## src/thermocouple_sample_linearizer_macros.svh

```systemverilog
// Assertion macros shared by the thermocouple linearizer RTL.
`ifndef THERMOCOUPLE_SAMPLE_LINEARIZER_MACROS_SVH
`define THERMOCOUPLE_SAMPLE_LINEARIZER_MACROS_SVH

// Same-cycle implication, clocked on clk, off while rst_n is low.
`define TSL_ASSERT_IMP(label, ante, cons) \
    label: assert property (@(posedge clk) disable iff (!rst_n) (ante) |-> (cons)) \
        else $error("thermocouple linearizer assertion failed");

// Next-cycle implication, clocked on clk, off while rst_n is low.
`define TSL_ASSERT_NXT(label, ante, cons) \
    label: assert property (@(posedge clk) disable iff (!rst_n) (ante) |=> (cons)) \
        else $error("thermocouple linearizer assertion failed");

`endif

```

## src/tsl_pkg.sv

```systemverilog
// Shared types, constants and the voltage/temperature table of the linearizer.
package tsl_pkg;

    localparam int ADC_W         = 12;
    localparam int OUT_W         = 13;
    localparam int TIME_W        = 32;
    localparam int OFFSET_W      = 12;
    localparam int GAIN_W        = 10;
    localparam int BLANK_W       = 10;
    localparam int CFG_DATA_W    = 12;
    localparam int CFG_IDX_W     = 2;
    localparam int FULL_SCALE_MV = 3300;
    localparam int UV_PER_MV     = 1000;
    localparam int Q4_SHIFT      = 4;

    // adc * 3300 fits 24 bits; times 1000 fits 34 bits
    localparam int POS_W = ADC_W + 12;
    localparam int NUM_W = POS_W + 10;

    localparam int TABLE_POINTS = 11;
    localparam int IDX_W        = $clog2(TABLE_POINTS);
    localparam int UV_W         = 13;
    localparam int TEMP_W       = 9;

    localparam logic [CFG_IDX_W-1:0] REG_OFFSET = 2'd0;
    localparam logic [CFG_IDX_W-1:0] REG_GAIN   = 2'd1;
    localparam logic [CFG_IDX_W-1:0] REG_BLANK  = 2'd2;

    localparam logic [OFFSET_W-1:0] OFFSET_RESET = 12'd100;
    localparam logic [GAIN_W-1:0]   GAIN_RESET   = 10'd200;
    localparam logic [BLANK_W-1:0]  BLANK_RESET  = 10'd50;

    typedef struct packed {
        logic busy;
        logic done;
    } div_stat_t;

    function automatic logic [UV_W-1:0] tc_volt(input logic [IDX_W-1:0] idx);
        logic [UV_W-1:0] v;
        case (idx)
            4'd0:    v = 13'd0;
            4'd1:    v = 13'd250;
            4'd2:    v = 13'd1000;
            4'd3:    v = 13'd2000;
            4'd4:    v = 13'd3000;
            4'd5:    v = 13'd4000;
            4'd6:    v = 13'd5000;
            4'd7:    v = 13'd5500;
            4'd8:    v = 13'd6320;
            4'd9:    v = 13'd7000;
            4'd10:   v = 13'd8000;
            default: v = 13'd8000;
        endcase
        return v;
    endfunction

    function automatic logic [TEMP_W-1:0] tc_temp(input logic [IDX_W-1:0] idx);
        logic [TEMP_W-1:0] t;
        case (idx)
            4'd0:    t = 9'd0;
            4'd1:    t = 9'd38;
            4'd2:    t = 9'd84;
            4'd3:    t = 9'd134;
            4'd4:    t = 9'd176;
            4'd5:    t = 9'd218;
            4'd6:    t = 9'd262;
            4'd7:    t = 9'd280;
            4'd8:    t = 9'd334;
            4'd9:    t = 9'd352;
            4'd10:   t = 9'd380;
            default: t = 9'd380;
        endcase
        return t;
    endfunction

    localparam logic [IDX_W-1:0] LAST_IDX = IDX_W'(TABLE_POINTS - 1);

endpackage

```

## src/tsl_div.sv

```systemverilog
// Restoring divider, one quotient bit per cycle.
module tsl_div import tsl_pkg::*; #(
    parameter int N_W = 34,
    parameter int D_W = 26
) (
    input  logic           clk,
    input  logic           rst_n,
    input  logic           start,
    input  logic [N_W-1:0] dividend,
    input  logic [D_W-1:0] divisor,
    output logic [N_W-1:0] quotient,
    output div_stat_t      stat
);

    localparam int CNT_W = $clog2(N_W + 1);

    logic [N_W-1:0]   quo_reg, quo_next;
    logic [D_W-1:0]   rem_reg, rem_next;
    logic [D_W-1:0]   dvs_reg, dvs_next;
    logic [CNT_W-1:0] cnt_reg, cnt_next;
    logic             busy_reg, busy_next;
    logic             done_reg, done_next;
    logic [D_W:0]     rem_sh;
    logic [D_W:0]     rem_sub;

    always_comb
    begin
        rem_sh  = {rem_reg, quo_reg[N_W-1]};
        rem_sub = rem_sh - {1'b0, dvs_reg};
        quo_next  = quo_reg;
        rem_next  = rem_reg;
        dvs_next  = dvs_reg;
        cnt_next  = cnt_reg;
        busy_next = busy_reg;
        done_next = 1'b0;
        if (start)
        begin
            quo_next  = dividend;
            rem_next  = '0;
            dvs_next  = divisor;
            cnt_next  = CNT_W'(N_W);
            busy_next = 1'b1;
        end
        else if (busy_reg)
        begin
            // keep the partial remainder below the divisor
            if (rem_sh >= {1'b0, dvs_reg})
            begin
                rem_next = rem_sub[D_W-1:0];
                quo_next = {quo_reg[N_W-2:0], 1'b1};
            end
            else
            begin
                rem_next = rem_sh[D_W-1:0];
                quo_next = {quo_reg[N_W-2:0], 1'b0};
            end
            cnt_next = cnt_reg - CNT_W'(1);
            if (cnt_reg == CNT_W'(1))
            begin
                busy_next = 1'b0;
                done_next = 1'b1;
            end
        end
    end

    always_ff @(posedge clk or negedge rst_n)
    begin
        if (!rst_n)
        begin
            cnt_reg  <= '0;
            busy_reg <= 1'b0;
            done_reg <= 1'b0;
        end
        else
        begin
            cnt_reg  <= cnt_next;
            busy_reg <= busy_next;
            done_reg <= done_next;
        end
    end

    always_ff @(posedge clk)
    begin
        quo_reg <= quo_next;
        rem_reg <= rem_next;
        dvs_reg <= dvs_next;
    end

    assign quotient  = quo_reg;
    assign stat.busy = busy_reg;
    assign stat.done = done_reg;

endmodule

```

## src/thermocouple_sample_linearizer.sv

```systemverilog
// Top level: blanking check, voltage conversion and table interpolation.
//
// Input beat (in_valid/in_ready): adc_sample, heater_on, now_ms. A beat with
// heater_on set stores now_ms as the last heating time. A sample whose age
// since the last heating time is at most blanking_ms gives no result.
// Output beat (out_valid/out_ready): temperature_q4 in 1/16 degree C, 0..6080.
// Configuration: cfg_we writes cfg_data into the register picked by cfg_index
// (0 offset_millivolts, 1 amplifier_gain, 2 blanking_ms); write only when idle.
// Rate: one item at a time; in_ready returns in the cycle the result loads.
// A blanked item frees the input straight from the check state. With a free
// output, a result appears after three multiply steps when the reading is at
// or below the offset, after four and one divider run when the quotient
// clamps at an end of the table, and otherwise after five multiply steps on
// a shared multiplier, two runs of the shared restoring divider, a segment
// search and the load of the output register.
// in_ready is high only while the sequencer idles; the output register lets
// the next item enter while a result waits. If the receiver stalls, the
// following result holds in the sequencer until the output register frees.
// Reset restores offset 100 mV, gain 200, blanking 50 ms, clears the last
// heating time and drops any pending result.
`include "thermocouple_sample_linearizer_macros.svh"
module thermocouple_sample_linearizer import tsl_pkg::*; #(
    parameter int ADC_FULL_SCALE = 4095
) (
    input  logic                  clk,
    input  logic                  rst_n,
    input  logic                  cfg_we,
    input  logic [CFG_IDX_W-1:0]  cfg_index,
    input  logic [CFG_DATA_W-1:0] cfg_data,
    input  logic                  in_valid,
    output logic                  in_ready,
    input  logic [ADC_W-1:0]      adc_sample,
    input  logic                  heater_on,
    input  logic [TIME_W-1:0]     now_ms,
    output logic                  out_valid,
    input  logic                  out_ready,
    output logic [OUT_W-1:0]      temperature_q4
);

    localparam int FS_W  = $clog2(ADC_FULL_SCALE + 1);
    localparam int MB_W  = (FS_W > 12) ? FS_W : 12;
    localparam int PROD_W = POS_W + MB_W;
    localparam int NEG_W = OFFSET_W + FS_W;
    localparam int DEN_W = FS_W + GAIN_W;
    localparam int CMP_W = (NEG_W > POS_W) ? NEG_W : POS_W;
    localparam logic [FS_W-1:0] FS_VAL = FS_W'(ADC_FULL_SCALE);

    localparam int ST_W = 4;
    localparam logic [ST_W-1:0] S_IDLE  = 4'd0;
    localparam logic [ST_W-1:0] S_CHECK = 4'd1;
    localparam logic [ST_W-1:0] S_POS   = 4'd2;
    localparam logic [ST_W-1:0] S_NEG   = 4'd3;
    localparam logic [ST_W-1:0] S_DEN   = 4'd4;
    localparam logic [ST_W-1:0] S_NUM   = 4'd5;
    localparam logic [ST_W-1:0] S_DIV1  = 4'd6;
    localparam logic [ST_W-1:0] S_SEEK  = 4'd7;
    localparam logic [ST_W-1:0] S_FRAC  = 4'd8;
    localparam logic [ST_W-1:0] S_DIV2  = 4'd9;
    localparam logic [ST_W-1:0] S_EMIT  = 4'd10;

    logic [ST_W-1:0]     state_reg, state_next;
    logic [OFFSET_W-1:0] offset_reg, offset_next;
    logic [GAIN_W-1:0]   gain_reg, gain_next;
    logic [BLANK_W-1:0]  blank_reg, blank_next;
    logic [TIME_W-1:0]   last_heat_reg, last_heat_next;
    logic                out_valid_reg, out_valid_next;
    logic [ADC_W-1:0]    adc_reg, adc_next;
    logic [TIME_W-1:0]   now_reg, now_next;
    logic [POS_W-1:0]    pos_reg, pos_next;
    logic [NEG_W-1:0]    neg_reg, neg_next;
    logic [DEN_W-1:0]    den_reg, den_next;
    logic [UV_W-1:0]     uv_reg, uv_next;
    logic [IDX_W-1:0]    idx_reg, idx_next;
    logic [OUT_W-1:0]    res_reg, res_next;
    logic [OUT_W-1:0]    temp_out_reg, temp_out_next;

    logic [POS_W-1:0]    mul_a;
    logic [MB_W-1:0]     mul_b;
    logic [PROD_W-1:0]   prod;
    logic [GAIN_W-1:0]   gain_eff;
    logic [TIME_W-1:0]   elapsed;
    logic [IDX_W-1:0]    idx_up;
    logic [UV_W-1:0]     v_lo;
    logic [UV_W-1:0]     v_hi;
    logic [TEMP_W-1:0]   t_lo;
    logic [TEMP_W-1:0]   t_rise;
    logic                emit_load;
    logic                div_start;
    logic [NUM_W-1:0]    div_dividend;
    logic [DEN_W-1:0]    div_divisor;
    logic [NUM_W-1:0]    div_quot;
    div_stat_t           div_stat;

    assign in_ready       = (state_reg == S_IDLE);
    assign out_valid      = out_valid_reg;
    assign temperature_q4 = temp_out_reg;

    assign gain_eff = (gain_reg == '0) ? GAIN_W'(1) : gain_reg;
    assign elapsed  = now_reg - last_heat_reg;
    assign idx_up   = idx_reg + IDX_W'(1);
    assign v_lo     = tc_volt(idx_reg);
    assign v_hi     = tc_volt(idx_up);
    assign t_lo     = tc_temp(idx_reg);
    assign t_rise   = tc_temp(idx_up) - tc_temp(idx_reg);

    // shared multiplier, operands picked by the sequencer
    always_comb
    begin
        case (state_reg)
            S_POS:
            begin
                mul_a = POS_W'(adc_reg);
                mul_b = MB_W'(FULL_SCALE_MV);
            end
            S_NEG:
            begin
                mul_a = POS_W'(offset_reg);
                mul_b = MB_W'(FS_VAL);
            end
            S_DEN:
            begin
                mul_a = POS_W'(FS_VAL);
                mul_b = MB_W'(gain_eff);
            end
            S_NUM:
            begin
                mul_a = POS_W'(pos_reg - POS_W'(neg_reg));
                mul_b = MB_W'(UV_PER_MV);
            end
            S_FRAC:
            begin
                mul_a = POS_W'(uv_reg - v_lo);
                mul_b = MB_W'({t_rise, {Q4_SHIFT{1'b0}}});
            end
            default:
            begin
                mul_a = '0;
                mul_b = '0;
            end
        endcase
    end

    assign prod         = PROD_W'(mul_a) * PROD_W'(mul_b);
    assign div_start    = (state_reg == S_NUM) || (state_reg == S_FRAC);
    assign div_dividend = prod[NUM_W-1:0];
    assign div_divisor  = (state_reg == S_FRAC) ? DEN_W'(v_hi - v_lo) : den_reg;
    assign emit_load    = (state_reg == S_EMIT) && (!out_valid_reg || out_ready);

    tsl_div #(
        .N_W (NUM_W),
        .D_W (DEN_W)
    ) u_div (
        .clk      (clk),
        .rst_n    (rst_n),
        .start    (div_start),
        .dividend (div_dividend),
        .divisor  (div_divisor),
        .quotient (div_quot),
        .stat     (div_stat)
    );

    always_comb
    begin
        state_next     = state_reg;
        offset_next    = offset_reg;
        gain_next      = gain_reg;
        blank_next     = blank_reg;
        last_heat_next = last_heat_reg;
        adc_next       = adc_reg;
        now_next       = now_reg;
        pos_next       = pos_reg;
        neg_next       = neg_reg;
        den_next       = den_reg;
        uv_next        = uv_reg;
        idx_next       = idx_reg;
        res_next       = res_reg;
        temp_out_next  = temp_out_reg;
        out_valid_next = out_valid_reg;

        if (cfg_we)
        begin
            case (cfg_index)
                REG_OFFSET: offset_next = cfg_data[OFFSET_W-1:0];
                REG_GAIN:   gain_next   = cfg_data[GAIN_W-1:0];
                REG_BLANK:  blank_next  = cfg_data[BLANK_W-1:0];
                default:    ;
            endcase
        end

        if (out_valid_reg && out_ready)
            out_valid_next = 1'b0;
        if (emit_load)
        begin
            out_valid_next = 1'b1;
            temp_out_next  = res_reg;
        end

        case (state_reg)
            S_IDLE:
            begin
                if (in_valid)
                begin
                    adc_next   = adc_sample;
                    now_next   = now_ms;
                    if (heater_on)
                        last_heat_next = now_ms;
                    state_next = S_CHECK;
                end
            end
            S_CHECK:
            begin
                // drop samples still inside the blanking window
                if (elapsed <= TIME_W'(blank_reg))
                    state_next = S_IDLE;
                else
                    state_next = S_POS;
            end
            S_POS:
            begin
                pos_next   = prod[POS_W-1:0];
                state_next = S_NEG;
            end
            S_NEG:
            begin
                neg_next   = prod[NEG_W-1:0];
                state_next = S_DEN;
            end
            S_DEN:
            begin
                den_next = prod[DEN_W-1:0];
                if (CMP_W'(pos_reg) <= CMP_W'(neg_reg))
                begin
                    res_next   = '0;
                    state_next = S_EMIT;
                end
                else
                    state_next = S_NUM;
            end
            S_NUM:
            begin
                state_next = S_DIV1;
            end
            S_DIV1:
            begin
                if (div_stat.done)
                begin
                    if (div_quot >= NUM_W'(tc_volt(LAST_IDX)))
                    begin
                        res_next   = OUT_W'({tc_temp(LAST_IDX), {Q4_SHIFT{1'b0}}});
                        state_next = S_EMIT;
                    end
                    else if (div_quot == '0)
                    begin
                        res_next   = OUT_W'({tc_temp('0), {Q4_SHIFT{1'b0}}});
                        state_next = S_EMIT;
                    end
                    else
                    begin
                        uv_next    = div_quot[UV_W-1:0];
                        idx_next   = '0;
                        state_next = S_SEEK;
                    end
                end
            end
            S_SEEK:
            begin
                // advance to the first segment whose upper point covers uv
                if (uv_reg <= v_hi)
                    state_next = S_FRAC;
                else
                    idx_next = idx_up;
            end
            S_FRAC:
            begin
                state_next = S_DIV2;
            end
            S_DIV2:
            begin
                if (div_stat.done)
                begin
                    res_next   = OUT_W'({t_lo, {Q4_SHIFT{1'b0}}}) + div_quot[OUT_W-1:0];
                    state_next = S_EMIT;
                end
            end
            S_EMIT:
            begin
                if (emit_load)
                    state_next = S_IDLE;
            end
            default:
            begin
                state_next = S_IDLE;
            end
        endcase
    end

    always_ff @(posedge clk or negedge rst_n)
    begin
        if (!rst_n)
        begin
            state_reg     <= S_IDLE;
            offset_reg    <= OFFSET_RESET;
            gain_reg      <= GAIN_RESET;
            blank_reg     <= BLANK_RESET;
            last_heat_reg <= '0;
            out_valid_reg <= 1'b0;
            idx_reg       <= '0;
        end
        else
        begin
            state_reg     <= state_next;
            offset_reg    <= offset_next;
            gain_reg      <= gain_next;
            blank_reg     <= blank_next;
            last_heat_reg <= last_heat_next;
            out_valid_reg <= out_valid_next;
            idx_reg       <= idx_next;
        end
    end

    always_ff @(posedge clk)
    begin
        adc_reg      <= adc_next;
        now_reg      <= now_next;
        pos_reg      <= pos_next;
        neg_reg      <= neg_next;
        den_reg      <= den_next;
        uv_reg       <= uv_next;
        res_reg      <= res_next;
        temp_out_reg <= temp_out_next;
    end

    `TSL_ASSERT_NXT(a_heat_store, in_valid && in_ready && heater_on,
        last_heat_reg == $past(now_ms))
    `TSL_ASSERT_IMP(a_result_range, out_valid_reg,
        temp_out_reg <= OUT_W'({tc_temp(LAST_IDX), {Q4_SHIFT{1'b0}}}))
    `TSL_ASSERT_IMP(a_div_start_free, div_start, !div_stat.busy)
    `TSL_ASSERT_IMP(a_seek_bound, state_reg == S_SEEK || state_reg == S_FRAC,
        idx_reg < LAST_IDX)
    `TSL_ASSERT_IMP(a_emit_hold, state_reg == S_EMIT && out_valid_reg && !out_ready,
        state_next == S_EMIT)

endmodule

```

## config.mk

```make
export PLATFORM = sky130hd
export DESIGN_NAME = thermocouple_sample_linearizer
export DESIGN_NICKNAME = d
export VERILOG_FILES = /design/src/tsl_pkg.sv /design/src/tsl_div.sv /design/src/thermocouple_sample_linearizer.sv
export VERILOG_INCLUDE_DIRS = /design/src /design/src/src
export SDC_FILE = /design/constraint.sdc
export NUM_CORES = 1
export LEC_CHECK = 0
export ABC_AREA = 1
export BUFFER_PORTS_ARGS = -buffer_cell sky130_fd_sc_hd__clkbuf_2
export CORE_MARGIN = 3
export CORE_UTILIZATION = 35
export CTS_CLUSTER_DIAMETER = 200
export CTS_CLUSTER_SIZE = 20
export DETAILED_ROUTE_END_ITERATION = 10
export GPL_ROUTABILITY_DRIVEN = 0
export PLACE_DENSITY_LB_ADDON = 0.2
export SLEW_MARGIN = 15
export SYNTH_ARGS = -nofsm -noshare
export SYNTH_HDL_FRONTEND = slang
export SYNTH_HIERARCHICAL = 1
export SYNTH_SLANG_ARGS = --single-unit
```

## constraint.sdc

```tcl
create_clock -name clk -period 24.1 [get_ports clk]
set_input_delay 1.205 -clock clk [delete_from_list [all_inputs] [get_ports clk]]
set_output_delay 1.205 -clock clk [all_outputs]
set_load 0.02 [all_outputs]
```

Yosys cells after proc, flatten, opt, wreduce, memory -nomap -nowiden
Memory sizes are Yosys's and may differ from the RTL's. Index checks and enable logic that the tools add are counted.

Memory bits (writable): 0. Latch bits: 0. Word-level logic and storage cells: 127. Bits in read-only memories: 768. Register bits: 312. Input port bits: 64. Memories: 5.

Memory list: (name not given) (words 16, width 12, rd ports 1, clocked after Yosys merged registers in 0, write ports 0, line tsl_pkg.sv:40) `case (idx)`; (name not given) (words 16, width 12, rd ports 1, clocked after Yosys merged registers in 0, write ports 0, line tsl_pkg.sv:40); (name not given) (words 16, width 8, rd ports 1, clocked after Yosys merged registers in 0, write ports 0, line tsl_pkg.sv:59) `case (idx)`; (name not given) (words 16, width 8, rd ports 1, clocked after Yosys merged registers in 0, write ports 0, line tsl_pkg.sv:59); (name not given) (words 16, width 8, rd ports 1, clocked after Yosys merged registers in 0, write ports 0, line tsl_pkg.sv:59).

Divide/modulo/power cells: 0. Equal/unequal tests: 23. Reductions and logical operators: 22. Bitwise operators: 2. Shift-type cells: 0. $lt $le $gt $ge: 5. Multiplexer cells: 39. Multiply operators: 1. Add/subtract/negate cells: 9.

Operator list (number): $pmux 24 s5 (1); $mux 34 (2); $mux 13 (5); $pmux 12 s5 (1); $mux 4 (12); $mux 22 (2); $pmux 4 s11 (1); $pmux 13 s3 (1); $ge 34x13->1 const B (1); $logic_not 34->1 (1); $mul 24x12->34 (1); $le 32x10->1 (1); $sub 32x32->32 (1); $sub 13x13->14 (2); $le 24x24->1 (1); $sub 24x24->24 (1); $ge 23x22->1 (1); $sub 22x22->22 (1); $eq 4x3->1 const B (4); $reduce_and 5->1 (3); $ne 2x2->1 const B (7); $add 13x13->13 (1); $le 13x13->1 (1); $eq 4x4->1 const B (3); 27 further kinds (46).

Logic depth before layout (Yosys ltp)
An unclocked memory read counts as a cell.

Depth after elaboration: 6. Gate-level depth with buffers: 48.

Modules after synthesis
The synthesis kept the hierarchy.

By module, submodules not included: thermocouple_sample_linearizer (area an instance 23391.2 um2, instances 1, cells each 2957); tsl_div (area an instance 5245.0 um2, instances 1, cells each 698).

Least setup slack after synthesis
Ideal clock, no wire load.

Kind: flip-flop to flip-flop. Start: register idx_reg[0]. End: register u_div.quo_reg[25], in the netlist u_div/quotient[25] (data pin). Stages on the path, launching flop included: 45. Path slack: 16.550 ns. Setup time: 0.253 ns. Arrival time: 7.297 ns. Data required time: 23.847 ns. Path through: dfrtp_1 > ha_1 > inv_1 > nand2_1 > nand2_2 > inv_2 > buf_4 > nand2_1 > nor2_1 > a21oi_1 > ha_1 > inv_1 > fa_1 > nand2_1 > inv_1 > o21ai_0 > nand2_1 > nand2_1 > [9 not listed] > fa_1 > fa_1 > fa_1 > fa_1 > inv_1 > fa_1 > inv_1 > ha_1 > nand2_1 > nor2_1 > inv_1 > nor3_1 > a21oi_1 > o21ai_0 > a31oi_1 > xnor2_1 > nand2_1 > nand2_1.

Longest elaborated chain between the ends: 6. Elaborated cells between the ends (all ways): 10.

Ends and longest elaborated chain: start, declared (line thermocouple_sample_linearizer.sv:73) `logic [IDX_W-1:0] idx_reg, idx_next;`; start signal, assigned (line thermocouple_sample_linearizer.sv:317) `idx_reg <= idx_next;`; $add 4x1->4 (line thermocouple_sample_linearizer.sv:100) `assign idx_up = idx_reg + IDX_W'(1);`; $mem_v2 16x8; $sub 8x8->8 (line thermocouple_sample_linearizer.sv:104) `assign t_rise = tc_temp(idx_up) - tc_temp(idx_reg);`; $pmux 12 s5 (line thermocouple_sample_linearizer.sv:109) `case (state_reg)`; $mul 24x12->34 (*) (line thermocouple_sample_linearizer.sv:143) `assign prod = PROD_W'(mul_a) * PROD_W'(mul_b);`; via prod[25] (line thermocouple_sample_linearizer.sv:79) `logic [PROD_W-1:0] prod;`; $mux 34 (*) (line tsl_div.sv:36) `if (start)`; via u_div.quo_next[25] (line tsl_div.sv:17) `logic [N_W-1:0] quo_reg, quo_next;`; end signal, assigned (line tsl_div.sv:84) `quo_reg <= quo_next;`; end, declared (line tsl_div.sv:17).

The timed path passes the listed nets; every way through them passes the cells marked *. A chain may end at the register's enable or synchronous reset.

Final worst setup path
Start: register idx_reg[0]. End: register u_div.quo_reg[20], in the netlist u_div/quotient[20] (data pin).

Same word-level chain as after synthesis.

==> qor.yml <==
grt_pass1_wl_mm: 133.1
crit_path_frequent_cell: "nand2_1"
min_period_ns: 9.076
startpoint: "idx_reg[0]"
worstSetupPathType: "reg -> reg"
cp-start-kind: "flip-flop"
cts_made_buffers: 19
postCtsSetupBuffers: 0
syn_area_um2: 28630
vias: 23693
crit_fanout: 14
num_antenna_cells: 0
wl_per_cell_um: 17.51
ios: 79
cts_tree: "done"
clkTransAtPathRegs_ns: 0.11
cts_sinks: 312
grt_pass1_vias: 23452
area_delta_synth_final_pct: 8.313
instances_no_fill: 4834
first_pass_iters: 8
ant_nets: 0
antenna_found_initial: 2
required_ns: 24.52
reg2reg_depth: 33
r2r_start: "idx_reg[0]"
setup_violations: 0
initial_core_util_pct: 35.43
ys_warn_count: 6
multi_input_area_um2: 16950
slew_viol_final: 0
clk_latency_ns: 0.56
finalSetupTns_ns: 0
setup_slack_ns: 15.02
setup.worst_path.end: "u_div/quotient[20]"
synthCells: 3654
grt_max_degree: 63
seqCellArea_um2: 8755
clock.fmax_ghz: 0.1102
cp_slowest_cell: "dfrtp_1"
dp.cells: 4800
tightest_slew_ns: 1.263
fin_skew_ns: 0.03701
gr-total-overflow: 0
first_iter_violations: 1801
fillers: 8470
cts_resized: 0
core_area_um2: 80810
worstSetupEndpointType: "flip-flop"
drv_cap: 0
htreeDepth: 1
grt.total_usage_pct: 19.84
viasPerCell: 4.901
cts_hold_buf: 0
post-route-drc-count: 0
die_area_um2: 85260
cts_root_buf: "clkbuf_16"
hold_violations: 0
cts_max_path_buffers: 3
wl_mm: 84.64
finalCritPeriodShare_pct: 37.66
die_w_um: 292
relSlewSlack_pct: 15.82
hpwl_mm: 68.63
largest_reg_flops: 34
drive_above_1_share_pct: 5.061
worstReg2RegEnd: "u_div/quotient[20]"
nets: 4261
worstPathArrival_ns: 9.49
hp-class: "reg -> reg"
numPortBuffers: 78
die_h_um: 292
status: "finished clean"
synth_area_per_cell_um2: 7.835
pre_cts_ws_ns: 15.12
critPathMaxStageDelay_ns: 0.56
rows: 104
reg2reg_slack_ns: 15.02
rsz0062_at_grt: "false"
worst max-delay path: cells and delay by family, from the launching register on:
family | cells | cell delay, ns
flip-flops | 1 | 0.56
AND/OR/NAND/NOR | 9 | 1.28
adder cells (fa/ha/maj) | 9 | 4.05
AO/OA/AOI/OAI | 8 | 1.69
XOR/XNOR | 1 | 0.42
buffers and inverters | 6 | 0.89
worst min-delay path by stage:
stage / from / end / slack [ns] / cells past startpoint
floorplan: res_reg[0] / temperature_q4[0] / 0.40 / 0
global placement: res_reg[1] / temperature_q4[1] / 0.41 / 0
detailed placement: res_reg[6] / temperature_q4[6] / 0.40 / 0
CTS: res_reg[1] / temperature_q4[1] / 0.41 / 0
global route: res_reg[3] / temperature_q4[3] / 0.44 / 0
finish: res_reg[1] / temperature_q4[1] / 0.42 / 0
stage by stage:
stage	util [%]	hold WS, ns	instance area, um2
5_1_grt	38.37	0.4363	31010
3_5_place_dp	37.70	0.4045	30470
6_report	38.37	0.4152	31010
2_1_floorplan	-	0.4003	28800
4_1_cts	38.37	0.4125	31010
3_3_place_gp	37.70	0.4057	30470
cell usage in the layout (no fill, tap or decap), types with 7 or more instances in the layout:
cell       count
a21o_1        13
a21oi_1      209
a221oi_1       8
a31oi_1       17
buf_4         29
clkbuf_1      13
clkbuf_16     19
clkbuf_2      77
conb_1        48
dfrtp_1       72
dfstp_2        9
dfxtp_1       22
edfxtp_1     209
fa_1         226
ha_1         210
inv_1        748
nand2_1      963
nand2_2       17
nand3_1      146
nand3b_1      29
nand4_1       24
nor2_1       300
nor2_2         7
nor3_1        23
nor4_1        17
o21ai_0      157
o21ai_1       18
o21bai_1      10
xnor2_1       27
xor2_1        37
cell type report:
| class | instances | share of cell area (%) |
|---|---|---|
| repair buffers | 106 | 1.945 |
| clock buffers | 32 | 1.691 |
| clock inverters | 2 | 0.05649 |
| flip-flops and latches | 312 | 28.23 |
| well taps | 1060 | 4.277 |
| multi-input cells | 2566 | 54.65 |
| inverters | 756 | 9.151 |
layer usage:
layer	GRT usage, %	up-vias	part of all wire [%]	wire length (um)
met5	0	-	0.026	22
met4	3.319	4	1.7	1457
met3	2.107	95	5.3	4484
met2	34.15	621	48	40460
met1	27.40	11357	45	38220
li1	-	11616	-	-
Power is not shown: default switching activity piles up to over one toggle a cycle in this logic, so the estimate is an artifact.
